### src/hw/rtl/hmq_ram.sv
// ----------------------------------------------------------------------------
// hmq_ram
// Generic synchronous RAM: one write port, two read ports, registered reads.
// ----------------------------------------------------------------------------
module hmq_ram #(
	parameter int WIDTH = 8,
	parameter int DEPTH = 16
) (
	input  logic                     clk,
	input  logic                     we,
	input  logic [$clog2(DEPTH)-1:0] waddr,
	input  logic [WIDTH-1:0]         wdata,
	input  logic [$clog2(DEPTH)-1:0] raddr_a,
	input  logic [$clog2(DEPTH)-1:0] raddr_b,
	output logic [WIDTH-1:0]         rdata_a,
	output logic [WIDTH-1:0]         rdata_b
);

	logic [WIDTH-1:0] mem [DEPTH];

	always_ff @(posedge clk) begin
		if (we) begin
			mem[waddr] <= wdata;
		end
		rdata_a <= mem[raddr_a];
		rdata_b <= mem[raddr_b];
	end

endmodule

### config.mk
export PLATFORM = sky130hd
export DESIGN_NAME = hmq_ram
export DESIGN_NICKNAME = d
export VERILOG_FILES = /design/src/hw/rtl/hmq_ram.sv
export SDC_FILE = /design/constraint.sdc
export NUM_CORES = 1
export LEC_CHECK = 0
export ABC_AREA = 1
export BUFFER_PORTS_ARGS = -buffer_cell sky130_fd_sc_hd__buf_2
export CORE_ASPECT_RATIO = 0.7
export CORE_MARGIN = 1
export CORE_UTILIZATION = 50
export CTS_CLUSTER_DIAMETER = 150
export DETAILED_ROUTE_END_ITERATION = 6
export PLACE_DENSITY = 0.67
export SETUP_SLACK_MARGIN = 0.3
export SLEW_MARGIN = 20
export SYNTH_ARGS = -nofsm -noshare
export SYNTH_HDL_FRONTEND = slang
export SYNTH_SLANG_ARGS = --single-unit
### constraint.sdc
create_clock -name clk -period 1.96 [get_ports clk]
set_input_delay 0.294 -clock clk [delete_from_list [all_inputs] [get_ports clk]]
set_output_delay 0.294 -clock clk [all_outputs]
set_load 0.05 [all_outputs]
# ---- Yosys cells after proc, flatten, opt, wreduce, memory -nomap -nowiden
# Memory sizes are Yosys's and may differ from the RTL's. A register that Yosys moved wholly into a read port is not among the register bits.
# Cells that the tools add are included.
dict set report totals {
  reg_bits 0
  mem_count 1
  ram_bits 128
  output_inout_bits 16
  elab_cells 3
}
# memory words width rd rd_ports_with_merged_regs wr line
set memory_table {}
lappend memory_table {mem 16 8 2 2 1 19} ;# logic [WIDTH-1:0] mem [DEPTH];
dict set report classes {
  muxes 2
}
# operator n
set op_table {}
lappend op_table {{$mux W1} 2}

# ---- Depth between registers and ports, before layout
# Gate-level depths: netlist (run 1).
dict set report logic_depth {
  depth_word 2
  depth_mapped 7
  depth_no_buf 6
}

# ---- Least setup slack after synthesis (run 1)
# No wires, ideal clock.
dict set report synth_path {
  path_kind {input -> register}
  from {input waddr[2]}
  to {memory mem[10][0] (enable)}
  required_time_ns 1.590
  n_path_buf 0
  t_arrival_ns 0.875
  path_stages 2
  setup_slack_ns 0.715
  cell_sequence {nand3b_1 > nor2_1}
}
# element line
set synth_rtl {}
lappend synth_rtl {{start: declaration} 11} ;# input logic [$clog2(DEPTH)-1:0] waddr,
lappend synth_rtl {{end: declaration} 19}
# No word-level cell before the write port.

# ---- Worst setup path in the final report (run 1)
dict set report layout_path {
  from {register rdata_b[5] (read register of mem)}
  to {output rdata_b[5]}
}
# element line
set layout_rtl {}
lappend layout_rtl {{start: declaration} 16} ;# output logic [WIDTH-1:0] rdata_b
# No word-level cell between the ends.

==> flow_summary.yaml, run 1 <==
drt:
  dr.pass1.iters: 6
  avgRoutedWirePerCell_um: 17.8
  wl_met2_um: 8320
  drt-met1-wl_um: 8590
  first_iter_violations: 581
  wl_met3_um: 2020
  top_layer_used: "met4"
  wl_um: 19400
  via_count: 5942
  viasPerCell: 5.45
  drt_drc_violations_left: 0
  ant_nets: 0
clock_tree:
  cts_setup_buffers: 0
  post_cts_resized: 0
  clock-root-buffer: "clkbuf_16"
  clk_pin_slew_ps: 60
  cts_buffers: 17
  clkLatencyLatePin_ps: 420
  hold_buffers: 0
  cts_tree: "built"
  cts.sinks: 144
  clock_path_buffers: 2
  h-tree-depth: 4
timing:
  hold_viol_final: 0
  fmax_mhz: 707
  setup_viol_count_final: 0
  rsz0062_at_grt: "no"
  finClkSkew_ps: 11.0
  fin_crit_sh: 0.722
  fin_tns_setup_ps: 0
  post-route-min-period_ps: 1410
  slew_headroom: 0.450
  slew_violations: 0
  max_slew.worst_pin.slew_ps: 824
logic_synthesis:
  synth.distinct_cells: 13
  synth_nets: 873
  synth_top_family_by_area: "simple AND/OR/NAND/NOR gates"
  syn-mean-instance-area_um2: 8.53
  synth_simple_gate_area_share: 0.309
  synth_xor_area_frac: 0
  synth_mux_area_frac: 0
  ys_ff_latch: 144
  synth_compound_area_frac: 0
  ys_seq_area_frac: 0.574
  yosys_warnings: 0
  postSynthCellCount: 851
  synth_fa_ha_area_frac: 0
  syn_area_mm2: 0.00726
grt:
  antenna_found_initial: 0
  track_usage: 0.274
  grt_pass1_wl_um: 30400
  first_global_vias: 5564
  grt_max_degree: 65
  grt.overflow.total: 0
layout:
  drive_gt1_frac: 0.112
  fin_cells: 1091
  multiInputGateArea_mm2: 0.00224
  synthToLayoutAreaGrowth_pct: 13.2
  final_common_cell: "nand2_1"
  antenna_cells: 0
  fin_nets: 911
  fillerInstances: 1235
  regArea_mm2: 0.00416
  layout_common_cells: "277 x nand2_1, 225 x nand3_1, 134 x inv_1, 128 x edfxtp_1, 37 x buf_2"
critical_path:
  end_kind: "primary output"
  cp.buffers_inverters: 1
  cp_slowest_cell: "dfxtp_1"
  slowest_delay_ps: 410
  crit_fanout: 1
  crit_family: "flip-flops"
  worstPathRequired_ps: 1670
  path_class: "register to primary output"
  critPathArrivalTime_ps: 1120
  path_cells: "buf_2"
  crit_path_start_kind: "register"
power_and_ir_drop:
  power_density_mw_per_mm2: 919
  p_leak_nw: 3.75
  ir_drop_mv: 0.548
die:
  ioPinCount: 38
  die_h_um: 103
  dieArea_mm2: 0.0150
  core-area_mm2: 0.0141
  start_util: 0.517
  num_rows: 36
  fp.dieW_um: 146
placement:
  io_buffers: 37
  gp_congestion: 0.849
  dp_hpwl_um: 12700
  placed_cells: 1060
run:
  maxCapViolations: 0
hold_path:
  hold_class: "input port to register"
outcome:
  outcome: "finished clean"
[registers in the layout, summed over array words and instances (netlist names)]
name     flops
mem        128
rdata_a      8
rdata_b      8
[kinds of logic (layout without fill, tap and decap cells)]
| family | count (synthesis) | in the layout |
|---|---|---|
| buf+inv | 186 | 236 |
| flops | 144 | 144 |
| simple gates | 521 | 521 |
[layer usage]
metal	vias up	GRT usage
met1	2756	0.391
met2	331	0.408
li1	2816	-
met3	39	0.0602
met5	-	0
met4	0	0.111
[worst register-to-register path: cells and delay by family (launching register included)]
family                 cells  cell delay [ps]
buffers and inverters      1              150
DFF                        1              370
and+or+nand+nor            5              410
[Yosys cell counts]
master,n,area (µm²)
buf_6,14,158
nand2_1,277,1040
dfxtp_1,16,320
inv_2,4,15.0
nor2_1,17,63.8
nand3b_1,2,15.0
buf_1,1,3.75
clkbuf_1,3,11.3
nand3_1,225,1130
inv_1,134,503
buf_2,26,130
buf_4,4,30.0
edfxtp_1,128,3840
[final timing paths]
kind              slack, ps                    to                  from  depth (start not counted)
hold reg to reg         690    rdata_a[2]$_DFF_P_  mem[10][2]$_DFFE_PP_                          6
setup / recovery        550            rdata_b[5]    rdata_b[5]$_DFF_P_                          1
hold / removal          260  mem[11][5]$_DFFE_PP_              wdata[5]                          1
setup reg to reg        920    rdata_a[1]$_DFF_P_  mem[14][1]$_DFFE_PP_                          6
[metrics by stage]
stage	hold slack (ps)	total power (W)	instance area [µm²]	util	worst slack (ps)
after CTS	249	0.00759	8220	0.585	546
after detailed placement	671	0.00433	7620	0.543	407
after global placement	660	0.00432	7620	0.543	427
after global routing	252	0.00779	8220	0.585	524
after floorplan	393	0.00408	7260	-	715
final	257	0.00756	8220	0.585	545
[final cells by class]
type | count | area share
inverter | 138 | 0.0630
tap | 190 | 0.0289
sequential | 144 | 0.507
clock inverter | 13 | 0.0201
clock buffer | 18 | 0.0522
multi-input combinational | 521 | 0.273
timing repair buffer | 67 | 0.0560
[power by group]
| group | internal, W | switching, W | leakage [nW] |
|---|---|---|---|
| registers | 0.00343 | 0.0000357 | 1.29 |
| logic | 0.000218 | 0.000591 | 2.17 |
| clock network | 0.00200 | 0.00128 | 0.290 |
| total | 0.00565 | 0.00190 | 3.75 |
No activity file was read; power rests on OpenSTA's default activity.
==> run 2: changes to the inputs <==
==> constraint.sdc (replaced) <==
create_clock -name clk -period 1.33 [get_ports clk]
set_input_delay 0.1995 -clock clk [delete_from_list [all_inputs] [get_ports clk]]
set_output_delay 0.1995 -clock clk [all_outputs]
set_load 0.05 [all_outputs]
==> run 2 against run 1 <==
Against the previous run:
- combinational power rose by 71%
- sequential cell count did not move
- design area rose by 5.6%
- sequential share of layout area fell by 2.5 points
- global-route usage fell by 0.24 points
- worst setup slack got worse by 360 ps
- cell count rose by 0.73%
- clock skew fell by 2.8 ps
- register-to-register slack got worse by 560 ps
- first-iteration DRC count rose by 31%
- critical endpoint is now rdata_a[3]
- highest routed layer unchanged
==> flow_summary.yaml, run 2 (same netlist as run 1, synthesis figures left out) <==
grt:
  track_usage: 0.271
  first_global_vias: 5473
  grt_pass1_wl_um: 30300
  antenna_found_initial: 0
  grt_max_degree: 40
  grt.overflow.total: 0
layout:
  fin_cells: 1099
  antenna_cells: 0
  drive_gt1_frac: 0.174
  fin_util: 0.618
  largest_register_ff_count: 128
  fin_nets: 918
  regMostFlops: "mem"
  layout_common_cells: "277 x nand2_1, 210 x nand3_1, 128 x edfxtp_1, 122 x inv_1, 21 x buf_2"
  final_common_cell: "nand2_1"
  reg_top3: "mem x128, rdata_a x8, rdata_b x8"
  synthToLayoutAreaGrowth_pct: 19.6
timing:
  post-route-min-period_ps: 1140
  fmax_mhz: 876
  setup_viol_count_final: 0
  slew_headroom: 0.742
  max_slew.worst_pin.slew_ps: 387
  fin_tns_setup_ps: 0
  hold_viol_final: 0
  finClkSkew_ps: 8.22
  rsz0062_at_grt: "yes"
  slew_violations: 0
  fin_crit_sh: 0.858
drt:
  first_iter_violations: 762
  wl_um: 19500
  dr.pass1.iters: 5
  drt_drc_violations_left: 0
  via_count: 6034
  avgRoutedWirePerCell_um: 17.7
  viasPerCell: 5.49
  ant_nets: 0
hold_path:
  hold_class: "input port to register"
  hold_path_end: "mem[0][3]$_DFFE_PP_"
  whs_path_depth: 1
  hold_start: "wdata[3]"
power_and_ir_drop:
  power_density_mw_per_mm2: 1290
  ir_drop_mv: 0.728
  p_leak_nw: 3.90
critical_path:
  cp.buffers_inverters: 1
  r2r_slack_ps: 360
  slowest_delay_ps: 370
  crit_family: "flip-flops"
  r2r_cells: 6
  crit_path_start_kind: "register"
  r2r-end: "rdata_a[6]$_DFF_P_"
  critPathArrivalTime_ps: 940
  path_class: "register to primary output"
  worstPathRequired_ps: 1130
  path_cells: "buf_8"
  crit_fanout: 1
  end_kind: "primary output"
  rr_startpoint: "mem[15][6]$_DFFE_PP_"
  cp_slowest_cell: "dfxtp_2"
placement:
  placed_cells: 1067
  gp_congestion: 0.855
  dp_hpwl_um: 12200
  io_buffers: 37
outcome:
  outcome: "finished clean"
die:
  core-area_mm2: 0.0141
  start_util: 0.517
  ioPinCount: 38
  dieArea_mm2: 0.0150
  die_h_um: 103
  fp.dieW_um: 146
  num_rows: 36
clock_tree:
  clkLatencyLatePin_ps: 420
  cts.sinks: 144
  clk_pin_slew_ps: 60
  hold_buffers: 0
  h-tree-depth: 4
  clock-root-buffer: "clkbuf_16"
  cts_tree: "built"
  clock_path_buffers: 2
  cts_buffers: 17
run:
  maxCapViolations: 0
==> run 2: worst max-delay path by stage <==
stage | startpoint | end | slack (ps) | cells past startpoint
2_1_floorplan | waddr[2] | mem[10][0]$_DFFE_PP_ | 180 | 2
3_3_place_gp | raddr_b[0] | rdata_b[1]$_DFF_P_ | 100 | 7
3_5_place_dp | raddr_b[0] | rdata_b[3]$_DFF_P_ | 80 | 7
4_1_cts | rdata_b[5]$_DFF_P_ | rdata_b[5] | 190 | 1
5_1_grt | rdata_b[1]$_DFF_P_ | rdata_b[1] | 170 | 1
6_report | rdata_a[3]$_DFF_P_ | rdata_a[3] | 190 | 1
==> run 2: where the power goes <==
part | switching, W | leakage [nW] | total, W | internal, W
Combinational | 0.000905 | 2.32 | 0.00138 | 0.000479
Sequential | 0.0000719 | 1.29 | 0.00514 | 0.00507
Clock | 0.00193 | 0.287 | 0.00471 | 0.00278
==> run 2: routing by layer <==
metal / track usage / wire length, µm
met5: 0 / 0
met4: 0.0761 / 264
met3: 0.0509 / 2020
met2: 0.415 / 8590
met1: 0.398 / 8600
==> run 2: what timing repair did <==
action                     in CTS  in global routing
setup endpoints to repair      16                 24
buffers inserted                0                  0
gates resized for setup        59                 28
pin swaps                       0                  5
==> run 2: through the flow <==
step	area [µm²]	hold WS [ps]	worst slack [ps]	total power, W
3_5_place_dp	7860	611	81.7	0.00645
4_1_cts	8600	171	189	0.0112
3_3_place_gp	7860	604	98.2	0.00644
2_1_floorplan	7270	298	180	0.00602
6_report	8680	166	188	0.0112
5_1_grt	8680	174	172	0.0116
==> run 2: area by class of cell <==
type | count | area, µm²
clock inverter | 15 | 159
tap | 190 | 238
timing repair buffer | 74 | 821
clock buffer | 17 | 425
fill | 1199 | 5370
sequential | 144 | 4180
multi-input combinational | 521 | 2330
inverter | 138 | 518
